`src/rtl/fcpi_pkg.sv`:
```
`default_nettype none
package fcpi_pkg;

   localparam int CURVE_POINTS = 8;
   localparam int POINT_W = $clog2(CURVE_POINTS);

   // register map
   typedef enum logic [2:0] {
      CSR_CURVE_TEMPS  = 3'd0,
      CSR_CURVE_SPEEDS = 3'd1,
      CSR_ROW_COUNT    = 3'd2,
      CSR_COSINE_MODE  = 3'd3,
      CSR_AGGRESSIVE   = 3'd4,
      CSR_PWM_FLOOR    = 3'd5,
      CSR_PWM_CEILING  = 3'd6
   } csr_index_type;

   localparam logic [19:0] FAULT_LIMIT      = 20'd10000;
   localparam logic [19:0] SAT_LIMIT        = 20'd256000;   // 256 degrees and up saturate
   localparam logic [17:0] MILLI_PER_DEGREE = 18'd1000;
   localparam logic [10:0] RECIP_1000       = 11'd1048;     // 2^20 / 1000, rounded down
   localparam int          RECIP_1000_SHIFT = 20;
   localparam logic [7:0]  DEGREE_MAX       = 8'd255;
   localparam logic [6:0]  PERCENT_MAX      = 7'd100;
   localparam logic [12:0] RECIP_100        = 13'd5243;     // 2^19 / 100, rounded up
   localparam int          RECIP_100_SHIFT  = 19;
   localparam logic [16:0] COS_ONE          = 17'd65536;
   localparam int          COS_SHIFT        = 16;

   // round(65536*(1-cos(pi*t/100))/2)
   localparam logic [16:0] COS_WEIGHT [0:100] = '{
      17'd0, 17'd16, 17'd65, 17'd145, 17'd258, 17'd403, 17'd580, 17'd789, 17'd1029,
      17'd1301, 17'd1604, 17'd1937, 17'd2301, 17'd2695, 17'd3119, 17'd3571, 17'd4053,
      17'd4563, 17'd5101, 17'd5666, 17'd6258, 17'd6876, 17'd7520, 17'd8188, 17'd8881,
      17'd9598, 17'd10337, 17'd11098, 17'd11881, 17'd12684, 17'd13507, 17'd14350,
      17'd15210, 17'd16088, 17'd16982, 17'd17892, 17'd18816, 17'd19754, 17'd20705,
      17'd21668, 17'd22642, 17'd23626, 17'd24619, 17'd25620, 17'd26628, 17'd27642,
      17'd28661, 17'd29684, 17'd30710, 17'd31739, 17'd32768, 17'd33797, 17'd34826,
      17'd35852, 17'd36875, 17'd37894, 17'd38908, 17'd39916, 17'd40917, 17'd41910,
      17'd42894, 17'd43868, 17'd44831, 17'd45782, 17'd46720, 17'd47644, 17'd48554,
      17'd49448, 17'd50326, 17'd51186, 17'd52029, 17'd52852, 17'd53655, 17'd54438,
      17'd55199, 17'd55938, 17'd56655, 17'd57348, 17'd58016, 17'd58660, 17'd59278,
      17'd59870, 17'd60435, 17'd60973, 17'd61483, 17'd61965, 17'd62417, 17'd62841,
      17'd63235, 17'd63599, 17'd63932, 17'd64235, 17'd64507, 17'd64747, 17'd64956,
      17'd65133, 17'd65278, 17'd65391, 17'd65471, 17'd65520, 17'd65536
   };

   typedef struct packed {
      logic [63:0] temps;
      logic [63:0] speeds;
      logic [3:0]  row_count;
      logic        cosine;
      logic        aggressive;
   } cfg_type;

   typedef struct packed {
      logic       valid;
      logic       fault;
      logic [7:0] deg;
   } deg_word_type;

   typedef struct packed {
      logic        valid;
      logic        fault;
      logic [7:0]  deg;
      logic        hold;
      logic [6:0]  hold_pct;
      logic [6:0]  s0;
      logic [6:0]  s1;
      logic [14:0] num;
      logic [7:0]  gap;
   } seg_word_type;

   typedef struct packed {
      logic       valid;
      logic       fault;
      logic [7:0] deg;
      logic       hold;
      logic [6:0] hold_pct;
      logic [6:0] s0;
      logic [6:0] s1;
      logic [6:0] t;
   } div_word_type;

   typedef struct packed {
      logic       valid;
      logic       fault;
      logic [7:0] deg;
      logic [6:0] pct;
   } pct_word_type;

   function automatic logic [16:0] cos_weight(logic [6:0] t);
      if (t > 7'd100) begin
         return 17'd0;
      end
      return COS_WEIGHT[t];
   endfunction

   // exact floor(x/100) for x below 43690
   function automatic logic [7:0] div100(logic [14:0] x);
      logic [27:0] p;
      p = 28'(x) * 28'(RECIP_100);
      return 8'(p >> RECIP_100_SHIFT);
   endfunction

endpackage
`default_nettype wire

```
`src/rtl/fcpi_degrees.sv`:
```
`default_nettype none
module fcpi_degrees (
   input  wire logic                   clock,
   input  wire logic                   reset,
   input  wire logic                   advance,
   input  wire logic                   in_valid,
   input  wire logic [19:0]            in_milli,
   output fcpi_pkg::deg_word_type      out_ff
);

   typedef struct packed {
      logic        valid;
      logic        fault;
      logic        sat;
      logic [17:0] milli;
      logic [7:0]  q_est;
   } est_type;

   est_type                est_ff, est_in;
   fcpi_pkg::deg_word_type out_in;
   logic [28:0]            prod;
   logic [17:0]            rem;

   // estimate is floor or floor-1 below saturation
   always_comb begin
      prod         = 29'(in_milli[17:0]) * 29'(fcpi_pkg::RECIP_1000);
      est_in.valid = in_valid;
      est_in.fault = in_milli < fcpi_pkg::FAULT_LIMIT;
      est_in.sat   = in_milli >= fcpi_pkg::SAT_LIMIT;
      est_in.milli = in_milli[17:0];
      est_in.q_est = 8'(prod >> fcpi_pkg::RECIP_1000_SHIFT);
   end

   always_comb begin
      rem          = est_ff.milli - 18'(18'(est_ff.q_est) * fcpi_pkg::MILLI_PER_DEGREE);
      out_in.valid = est_ff.valid;
      out_in.fault = est_ff.fault;
      if (est_ff.sat) begin
         out_in.deg = fcpi_pkg::DEGREE_MAX;
      end else if (rem >= fcpi_pkg::MILLI_PER_DEGREE) begin
         out_in.deg = est_ff.q_est + 8'd1;
      end else begin
         out_in.deg = est_ff.q_est;
      end
   end

   always_ff @(posedge clock) begin
      if (reset) begin
         est_ff.valid <= 1'b0;
         out_ff.valid <= 1'b0;
      end else if (advance) begin
         est_ff <= est_in;
         out_ff <= out_in;
      end
   end

endmodule
`default_nettype wire

```
`src/rtl/fcpi_segment.sv`:
```
`default_nettype none
module fcpi_segment (
   input  wire logic                   clock,
   input  wire logic                   reset,
   input  wire logic                   advance,
   input  wire fcpi_pkg::cfg_type      cfg,
   input  wire fcpi_pkg::deg_word_type in_word,
   output fcpi_pkg::seg_word_type      out_ff
);

   localparam int PW = fcpi_pkg::POINT_W;

   fcpi_pkg::seg_word_type out_in;
   logic [3:0]    rows;
   logic [PW-1:0] last_idx;
   logic [PW-1:0] idx;
   logic [PW-1:0] idx_up;
   logic          hold_first;
   logic          hold_last;
   logic [7:0]    t0;
   logic [7:0]    t1;
   logic [7:0]    diff;

   function automatic logic [7:0] temp_at(logic [63:0] w, logic [PW-1:0] i);
      return w[8*i +: 8];
   endfunction

   function automatic logic [6:0] speed_at(logic [63:0] w, logic [PW-1:0] i);
      logic [7:0] s;
      s = w[8*i +: 8];
      return (s > 8'(fcpi_pkg::PERCENT_MAX)) ? fcpi_pkg::PERCENT_MAX : s[6:0];
   endfunction

   always_comb begin
      if (cfg.row_count == 4'd0) begin
         rows = 4'd1;
      end else if (cfg.row_count > 4'(fcpi_pkg::CURVE_POINTS)) begin
         rows = 4'(fcpi_pkg::CURVE_POINTS);
      end else begin
         rows = cfg.row_count;
      end
      last_idx = PW'(rows - 4'd1);

      // first segment whose upper point lies above the reading
      idx = last_idx;
      for (int i = fcpi_pkg::CURVE_POINTS - 2; i >= 0; i--) begin
         if (4'(i + 1) < rows && in_word.deg < temp_at(cfg.temps, PW'(i + 1))) begin
            idx = PW'(i);
         end
      end
      idx_up = idx + PW'(1);

      hold_first = (in_word.deg < temp_at(cfg.temps, '0)) ||
                   (cfg.aggressive && idx == '0);
      hold_last  = idx == last_idx;

      t0   = temp_at(cfg.temps, idx);
      t1   = temp_at(cfg.temps, idx_up);
      diff = (in_word.deg > t0) ? in_word.deg - t0 : 8'd0;

      out_in.valid    = in_word.valid;
      out_in.fault    = in_word.fault;
      out_in.deg      = in_word.deg;
      out_in.hold     = hold_first || hold_last;
      out_in.hold_pct = hold_first ? speed_at(cfg.speeds, '0) : speed_at(cfg.speeds, last_idx);
      out_in.s0       = speed_at(cfg.speeds, idx);
      out_in.s1       = speed_at(cfg.speeds, idx_up);
      if (hold_first || hold_last) begin
         out_in.num = 15'd0;
         out_in.gap = 8'd1;
      end else begin
         out_in.num = 15'(diff) * 15'(fcpi_pkg::PERCENT_MAX);
         out_in.gap = (t1 > t0) ? t1 - t0 : 8'd1;
      end
   end

   always_ff @(posedge clock) begin
      if (reset) begin
         out_ff.valid <= 1'b0;
      end else if (advance) begin
         out_ff <= out_in;
      end
   end

endmodule
`default_nettype wire

```
`src/rtl/fcpi_divider.sv`:
```
`default_nettype none
module fcpi_divider (
   input  wire logic                   clock,
   input  wire logic                   reset,
   input  wire logic                   advance,
   input  wire fcpi_pkg::seg_word_type in_word,
   output fcpi_pkg::div_word_type      out_word
);

   // restoring division, 7 quotient bits over three stages (3, 2, 2).
   // num < 100*gap, so the top 8 bits of num already sit below gap.
   typedef struct packed {
      logic        valid;
      logic        fault;
      logic [7:0]  deg;
      logic        hold;
      logic [6:0]  hold_pct;
      logic [6:0]  s0;
      logic [6:0]  s1;
      logic [14:0] num;
      logic [7:0]  gap;
      logic [7:0]  rem;
      logic [6:0]  q;
   } work_type;

   work_type init;
   work_type st1_ff, st2_ff, st3_ff;
   work_type st1_in, st2_in, st3_in;

   function automatic work_type div_bits(work_type w, int hi, int lo);
      work_type   r;
      logic [8:0] trial;
      r = w;
      for (int k = 6; k >= 0; k--) begin
         if (k <= hi && k >= lo) begin
            trial = {r.rem, r.num[k]};
            if (trial >= {1'b0, r.gap}) begin
               r.rem  = 8'(trial - {1'b0, r.gap});
               r.q[k] = 1'b1;
            end else begin
               r.rem = trial[7:0];
            end
         end
      end
      return r;
   endfunction

   always_comb begin
      init.valid    = in_word.valid;
      init.fault    = in_word.fault;
      init.deg      = in_word.deg;
      init.hold     = in_word.hold;
      init.hold_pct = in_word.hold_pct;
      init.s0       = in_word.s0;
      init.s1       = in_word.s1;
      init.num      = in_word.num;
      init.gap      = in_word.gap;
      init.rem      = in_word.num[14:7];
      init.q        = 7'd0;
      st1_in        = div_bits(init, 6, 4);
      st2_in        = div_bits(st1_ff, 3, 2);
      st3_in        = div_bits(st2_ff, 1, 0);
   end

   always_ff @(posedge clock) begin
      if (reset) begin
         st1_ff.valid <= 1'b0;
         st2_ff.valid <= 1'b0;
         st3_ff.valid <= 1'b0;
      end else if (advance) begin
         st1_ff <= st1_in;
         st2_ff <= st2_in;
         st3_ff <= st3_in;
      end
   end

   assign out_word.valid    = st3_ff.valid;
   assign out_word.fault    = st3_ff.fault;
   assign out_word.deg      = st3_ff.deg;
   assign out_word.hold     = st3_ff.hold;
   assign out_word.hold_pct = st3_ff.hold_pct;
   assign out_word.s0       = st3_ff.s0;
   assign out_word.s1       = st3_ff.s1;
   assign out_word.t        = st3_ff.q;

endmodule
`default_nettype wire

```
`src/rtl/fcpi_blend.sv`:
```
`default_nettype none
module fcpi_blend (
   input  wire logic                   clock,
   input  wire logic                   reset,
   input  wire logic                   advance,
   input  wire logic                   cosine,
   input  wire fcpi_pkg::div_word_type in_word,
   output fcpi_pkg::pct_word_type      out_ff
);

   typedef struct packed {
      logic        valid;
      logic        fault;
      logic [7:0]  deg;
      logic        hold;
      logic [6:0]  hold_pct;
      logic [6:0]  s0;
      logic [6:0]  s1;
      logic [16:0] wa;
      logic [16:0] wb;
   } wt_type;

   typedef struct packed {
      logic        valid;
      logic        fault;
      logic [7:0]  deg;
      logic        hold;
      logic [6:0]  hold_pct;
      logic [22:0] sum;
   } sum_type;

   wt_type                 wt_ff, wt_in;
   sum_type                sum_ff, sum_in;
   fcpi_pkg::pct_word_type out_in;
   logic [16:0]            w;

   // weights: linear (100-t, t), cosine (1-w, w) in Q0.16
   always_comb begin
      w              = fcpi_pkg::cos_weight(in_word.t);
      wt_in.valid    = in_word.valid;
      wt_in.fault    = in_word.fault;
      wt_in.deg      = in_word.deg;
      wt_in.hold     = in_word.hold;
      wt_in.hold_pct = in_word.hold_pct;
      wt_in.s0       = in_word.s0;
      wt_in.s1       = in_word.s1;
      if (cosine) begin
         wt_in.wa = fcpi_pkg::COS_ONE - w;
         wt_in.wb = w;
      end else begin
         wt_in.wa = 17'(fcpi_pkg::PERCENT_MAX - in_word.t);
         wt_in.wb = 17'(in_word.t);
      end
   end

   always_comb begin
      sum_in.valid    = wt_ff.valid;
      sum_in.fault    = wt_ff.fault;
      sum_in.deg      = wt_ff.deg;
      sum_in.hold     = wt_ff.hold;
      sum_in.hold_pct = wt_ff.hold_pct;
      sum_in.sum      = 23'(24'(wt_ff.s0) * 24'(wt_ff.wa) + 24'(wt_ff.s1) * 24'(wt_ff.wb));
   end

   always_comb begin
      out_in.valid = sum_ff.valid;
      out_in.fault = sum_ff.fault;
      out_in.deg   = sum_ff.deg;
      if (sum_ff.hold) begin
         out_in.pct = sum_ff.hold_pct;
      end else if (cosine) begin
         out_in.pct = 7'(sum_ff.sum >> fcpi_pkg::COS_SHIFT);
      end else begin
         out_in.pct = 7'(fcpi_pkg::div100(sum_ff.sum[14:0]));
      end
   end

   always_ff @(posedge clock) begin
      if (reset) begin
         wt_ff.valid  <= 1'b0;
         sum_ff.valid <= 1'b0;
         out_ff.valid <= 1'b0;
      end else if (advance) begin
         wt_ff  <= wt_in;
         sum_ff <= sum_in;
         out_ff <= out_in;
      end
   end

endmodule
`default_nettype wire

```
`src/rtl/fan_curve_pwm_interpolator_top.sv`:
```
`default_nettype none
// A word accepted on req moves through every stage in order and leaves from the output register.
// Throughput: one word per cycle while rsp is not stalled; the whole pipeline moves as one,
// so an rsp stall on a waiting word freezes every stage and req_stall follows it in the same cycle.
// Reset (synchronous): clears every stage's valid bit and loads the
// register defaults; no clearing pass, req is taken from the next cycle.
module fan_curve_pwm_interpolator_top (
   input  wire logic        clock,
   input  wire logic        reset,
   // input words
   input  wire logic        req_valid,
   output logic             req_stall,
   input  wire logic [19:0] req_millidegrees,
   // result words
   output logic             rsp_valid,
   input  wire logic        rsp_stall,
   output logic             rsp_sensor_fault,
   output logic [7:0]       rsp_temperature_degrees,
   output logic [6:0]       rsp_speed_percent,
   output logic [7:0]       rsp_pwm_level,
   // register writes
   input  wire logic        csr_write,
   input  wire logic [2:0]  csr_index,
   input  wire logic [63:0] csr_data
);

   typedef struct packed {
      logic        valid;
      logic        fault;
      logic [7:0]  deg;
      logic [6:0]  pct;
      logic [14:0] prod;
   } prod_type;

   // configuration registers
   logic [63:0] temps_ff;
   logic [63:0] speeds_ff;
   logic [3:0]  row_count_ff;
   logic        cosine_ff;
   logic        aggressive_ff;
   logic [7:0]  pwm_floor_ff;
   logic [7:0]  pwm_ceiling_ff;

   fcpi_pkg::cfg_type      cfg;
   fcpi_pkg::deg_word_type deg_word;
   fcpi_pkg::seg_word_type seg_word;
   fcpi_pkg::div_word_type div_word;
   fcpi_pkg::pct_word_type pct_word;

   prod_type    prod_ff, prod_in;
   logic [7:0]  span;
   logic        advance;

   logic        rsp_valid_ff;
   logic        rsp_fault_ff;
   logic [7:0]  rsp_deg_ff;
   logic [6:0]  rsp_pct_ff;
   logic [7:0]  rsp_pwm_ff;

   // The output register is the only place a word can wait; the pipeline
   // steps whenever it is empty or being drained.
   assign advance   = !rsp_valid_ff || !rsp_stall;
   assign req_stall = !advance;

   always_ff @(posedge clock) begin
      if (reset) begin
         temps_ff       <= 64'd0;
         speeds_ff      <= 64'd0;
         row_count_ff   <= 4'd1;
         cosine_ff      <= 1'b0;
         aggressive_ff  <= 1'b0;
         pwm_floor_ff   <= 8'd0;
         pwm_ceiling_ff <= 8'd255;
      end else if (csr_write) begin
         case (csr_index)
            fcpi_pkg::CSR_CURVE_TEMPS:  temps_ff       <= csr_data;
            fcpi_pkg::CSR_CURVE_SPEEDS: speeds_ff      <= csr_data;
            fcpi_pkg::CSR_ROW_COUNT:    row_count_ff   <= csr_data[3:0];
            fcpi_pkg::CSR_COSINE_MODE:  cosine_ff      <= csr_data[0];
            fcpi_pkg::CSR_AGGRESSIVE:   aggressive_ff  <= csr_data[0];
            fcpi_pkg::CSR_PWM_FLOOR:    pwm_floor_ff   <= csr_data[7:0];
            fcpi_pkg::CSR_PWM_CEILING:  pwm_ceiling_ff <= csr_data[7:0];
            default: ;
         endcase
      end
   end

   assign cfg.temps      = temps_ff;
   assign cfg.speeds     = speeds_ff;
   assign cfg.row_count  = row_count_ff;
   assign cfg.cosine     = cosine_ff;
   assign cfg.aggressive = aggressive_ff;

   // span is clamped at zero; the floor is not added back to the level
   assign span = (pwm_ceiling_ff > pwm_floor_ff) ? pwm_ceiling_ff - pwm_floor_ff : 8'd0;

   // stages 1-2: fault check, whole degrees
   fcpi_degrees u_degrees (
      .clock    (clock),
      .reset    (reset),
      .advance  (advance),
      .in_valid (req_valid),
      .in_milli (req_millidegrees),
      .out_ff   (deg_word)
   );

   // stage 3: segment search, endpoint fetch, numerator and gap
   fcpi_segment u_segment (
      .clock   (clock),
      .reset   (reset),
      .advance (advance),
      .cfg     (cfg),
      .in_word (deg_word),
      .out_ff  (seg_word)
   );

   // stages 4-6: position t within the segment, 0..99
   fcpi_divider u_divider (
      .clock    (clock),
      .reset    (reset),
      .advance  (advance),
      .in_word  (seg_word),
      .out_word (div_word)
   );

   // stages 7-9: weights, weighted sum, scale back to percent
   fcpi_blend u_blend (
      .clock   (clock),
      .reset   (reset),
      .advance (advance),
      .cosine  (cosine_ff),
      .in_word (div_word),
      .out_ff  (pct_word)
   );

   // stage 10: percent times span
   always_comb begin
      prod_in.valid = pct_word.valid;
      prod_in.fault = pct_word.fault;
      prod_in.deg   = pct_word.deg;
      prod_in.pct   = pct_word.pct;
      prod_in.prod  = 15'(pct_word.pct) * 15'(span);
   end

   // stage 11: divide by 100 into the output register; a faulty reading
   // reports zeros in every field but the flag
   always_ff @(posedge clock) begin
      if (reset) begin
         prod_ff.valid <= 1'b0;
         rsp_valid_ff  <= 1'b0;
      end else if (advance) begin
         prod_ff      <= prod_in;
         rsp_valid_ff <= prod_ff.valid;
         rsp_fault_ff <= prod_ff.fault;
         if (prod_ff.fault) begin
            rsp_deg_ff <= 8'd0;
            rsp_pct_ff <= 7'd0;
            rsp_pwm_ff <= 8'd0;
         end else begin
            rsp_deg_ff <= prod_ff.deg;
            rsp_pct_ff <= prod_ff.pct;
            rsp_pwm_ff <= fcpi_pkg::div100(prod_ff.prod);
         end
      end
   end

   assign rsp_valid               = rsp_valid_ff;
   assign rsp_sensor_fault        = rsp_fault_ff;
   assign rsp_temperature_degrees = rsp_deg_ff;
   assign rsp_speed_percent       = rsp_pct_ff;
   assign rsp_pwm_level           = rsp_pwm_ff;

endmodule
`default_nettype wire

```
`config.mk`:
```
export PLATFORM = sky130hd
export DESIGN_NAME = fan_curve_pwm_interpolator_top
export DESIGN_NICKNAME = d
export VERILOG_FILES = /design/src/rtl/fcpi_pkg.sv /design/src/rtl/fcpi_degrees.sv /design/src/rtl/fcpi_segment.sv /design/src/rtl/fcpi_divider.sv /design/src/rtl/fcpi_blend.sv /design/src/rtl/fan_curve_pwm_interpolator_top.sv
export SDC_FILE = /design/constraint.sdc
export NUM_CORES = 2
export LEC_CHECK = 0
export BUFFER_PORTS_ARGS = -buffer_cell sky130_fd_sc_hd__buf_2
export CAP_MARGIN = 10
export CORE_MARGIN = 3
export CORE_UTILIZATION = 60
export CTS_BUF_LIST = sky130_fd_sc_hd__clkbuf_4
export DETAILED_ROUTE_END_ITERATION = 7
export PLACE_DENSITY_LB_ADDON = 0.05
export REMOVE_ABC_BUFFERS = 1
export SLEW_MARGIN = 20
export SYNTH_ARGS = -nofsm -noshare
export SYNTH_HDL_FRONTEND = slang
export SYNTH_SLANG_ARGS = --single-unit
```
`constraint.sdc`:
```
create_clock -name clock -period 33.8 [get_ports clock]
set_input_delay 5.07 -clock clock [delete_from_list [all_inputs] [get_ports clock]]
set_output_delay 5.07 -clock clock [all_outputs]
set_load 0.02 [all_outputs]
```
==> impl_metrics.ini <==
[routing]
viasPerCell = 5.64
drt_drc_violations_left = 0
wire_per_inst_microns = 18.0
drtAntennaViolNets = 0
first_pass_iters = 6
wl_microns = 110000
num_vias = 34600
drt_iter0_drc = 2253

[yosys]
synth_area_sq_um = 48700
synthDistinctLibCells = 99
synth-compound-area-share_pct = 10.2
ys_seq_area_share_pct = 31.4
synth_xor_area_share_pct = 2.82
ys_async_sr_fraction_pct = 0
yosys.area.top_type = edfxtp_1
synth_common_cells = inv_1, nand2_1, ha_1
syn_avg_cell_area_sq_um = 10.1
yosys_most_used_dff = edfxtp_1
synth_top_family_by_area = adder cells
synth_top_area_share_pct = 24.8
synth.area.top_cells = edfxtp_1, fa_1, ha_1
synthSimpleGateAreaFrac_pct = 12.3
synth.area.mux_share_pct = 4.83
synth_adder_area_share_pct = 31.3
ys_warn_count = 0
yosysMostFrequentCell = inv_1
syn_inst = 4831
ys_seq_elements = 563
synth_edf_count = 402

[outcome]
outcome = complete, no violations

[global_route]
grt_first_pass_wirelength_microns = 182000
track_usage_pct = 26.7
grt_start_max_net_pins = 182
antenna_found_initial = 5
grt-ovfl-total = 0
first_global_vias = 34600

[floorplanning]
die_area_sq_um = 84600
initial_core_util_pct = 61.1
core_area_sq_um = 79600
dieHeight_microns = 291
die_width_microns = 291
num_io_pins = 118
rows = 103

[critical_path]
crit_path_end_kind = output pin
crit_fanout = 13
cp-start-kind = input pin
cp_data_arrival_time_ns = 6.01
required_ns = 28.73
path_class = in2out

[sta]
setup_viol = 0
rsz0062_at_grt = no
fin_skew_ns = 0.0818
setup_tns_ns = 0
drv_slew = 0
max_freq_mhz = 90.2
period_minus_slack_ns = 11.08
fin_crit_sh_pct = 32.8
relSlewSlack_pct = 32.0
worst_slew_pin_slew_ns = 1.02
final_hold_viol_count = 0

[placed_design]
dp_hpwl_microns = 84100
place_congestion = 0.916
port_buffers = 117

[clocking]
hold_buffers = 0
clock_path_buffers = 3
cts_tree = built
clk_pin_slew_worst_paths_ns = 0.06
cts_buffers = 150
htree_num_levels = 4
cts_resized = 0
cts_setup_buffers = 0
cts_sinks = 563
clock_latency_ns = 1.00
clockRootBuffer = clkbuf_4

[layout]
drive_above_1_share_pct = 10.3
area_growth_pct = 7.07
final_nets = 6033

[flow_run]
cap_violations = 0

[min_path]
hold_path.class = reg2reg
[state kept, by name, summed over array words and instances, names as in the netlist, 32 cells and up]
signal,count
u_divider.st1_ff,53
u_segment.out_ff,53
u_divider.out_word,39
u_blend.wt_ff,47
speeds_ff,64
u_divider.st2_ff,53
temps_ff,64
prod_ff,32
[kinds of logic (layout without fill, tap and decap cells)]
| group | Yosys count | after routing |
|---|---|---|
| compound gates | 784 | 784 |
| xor+xnor | 157 | 157 |
| buf+inv | 887 | 1135 |
| other cells | 0 | 5 |
| flops | 563 | 563 |
| simple gates | 1292 | 1292 |
| fa+ha+maj | 981 | 981 |
| mux | 167 | 167 |
[worst paths after layout]
kind / endpoint / cells after the start / start / slack [ns]
hold / removal: u_divider.out_word[35]$_DFFE_PP_ / 0 / u_divider.st2_ff[66]$_DFFE_PP_ / 0.39
hold reg to reg: u_divider.out_word[35]$_DFFE_PP_ / 0 / u_divider.st2_ff[66]$_DFFE_PP_ / 0.39
setup reg to reg: u_segment.out_ff[22]$_SDFFCE_PP0P_ / 35 / u_degrees.out_ff[5]$_SDFFCE_PP1P_ / 24.55
setup / recovery: req_stall / 4 / rsp_stall / 22.72
[cell usage in the layout (no fill, tap or decap), types with 136 or more instances in the layout]
master / count
fa_1: 396
a21oi_1: 286
edfxtp_1: 402
inv_1: 715
nand2_1: 632
o21ai_0: 136
ha_1: 584
dfxtp_1: 160
and2_1: 137
clkbuf_4: 222
nor2_1: 173
[metal layers]
metal	track usage, %	wire length, microns
met5	0	12
met4	8.82	3160
met3	4.31	6290
met2	43.5	52300
met1	36.5	48500
[layout make-up]
type                    count  area [sq um]
diodes                      5          12.5
clock buffers             222          1670
clock inverters            49           345
fillers                  6605         27500
inverters                 723          2710
multi-input cells        3381         30000
flip-flops and latches    563         15300
well taps                1050          1310
repair buffers            141           781
[per-stage QoR]
step	util (%)	cells	setup slack [ns]	instance area [sq um]	hold slack [ns]
after floorplan	-	4667	10.34	48000	0.400
final	65.4	6134	22.72	52100	0.394
after CTS	65.4	6129	22.71	52100	0.375
after global routing	65.4	6133	22.62	52100	0.403
after global placement	62.9	5858	22.79	50100	0.400
after detailed placement	62.9	5858	22.72	50100	0.405
[critical path, cell delays in order]
cell     delay (ns)
buf_2          0.08
nand2_1        0.19
inv_1          0.42
buf_2          0.25
Power is left out: the tool's default activity adds up to more than one toggle a clock period on the data nets, which glitch-free logic cannot reach.
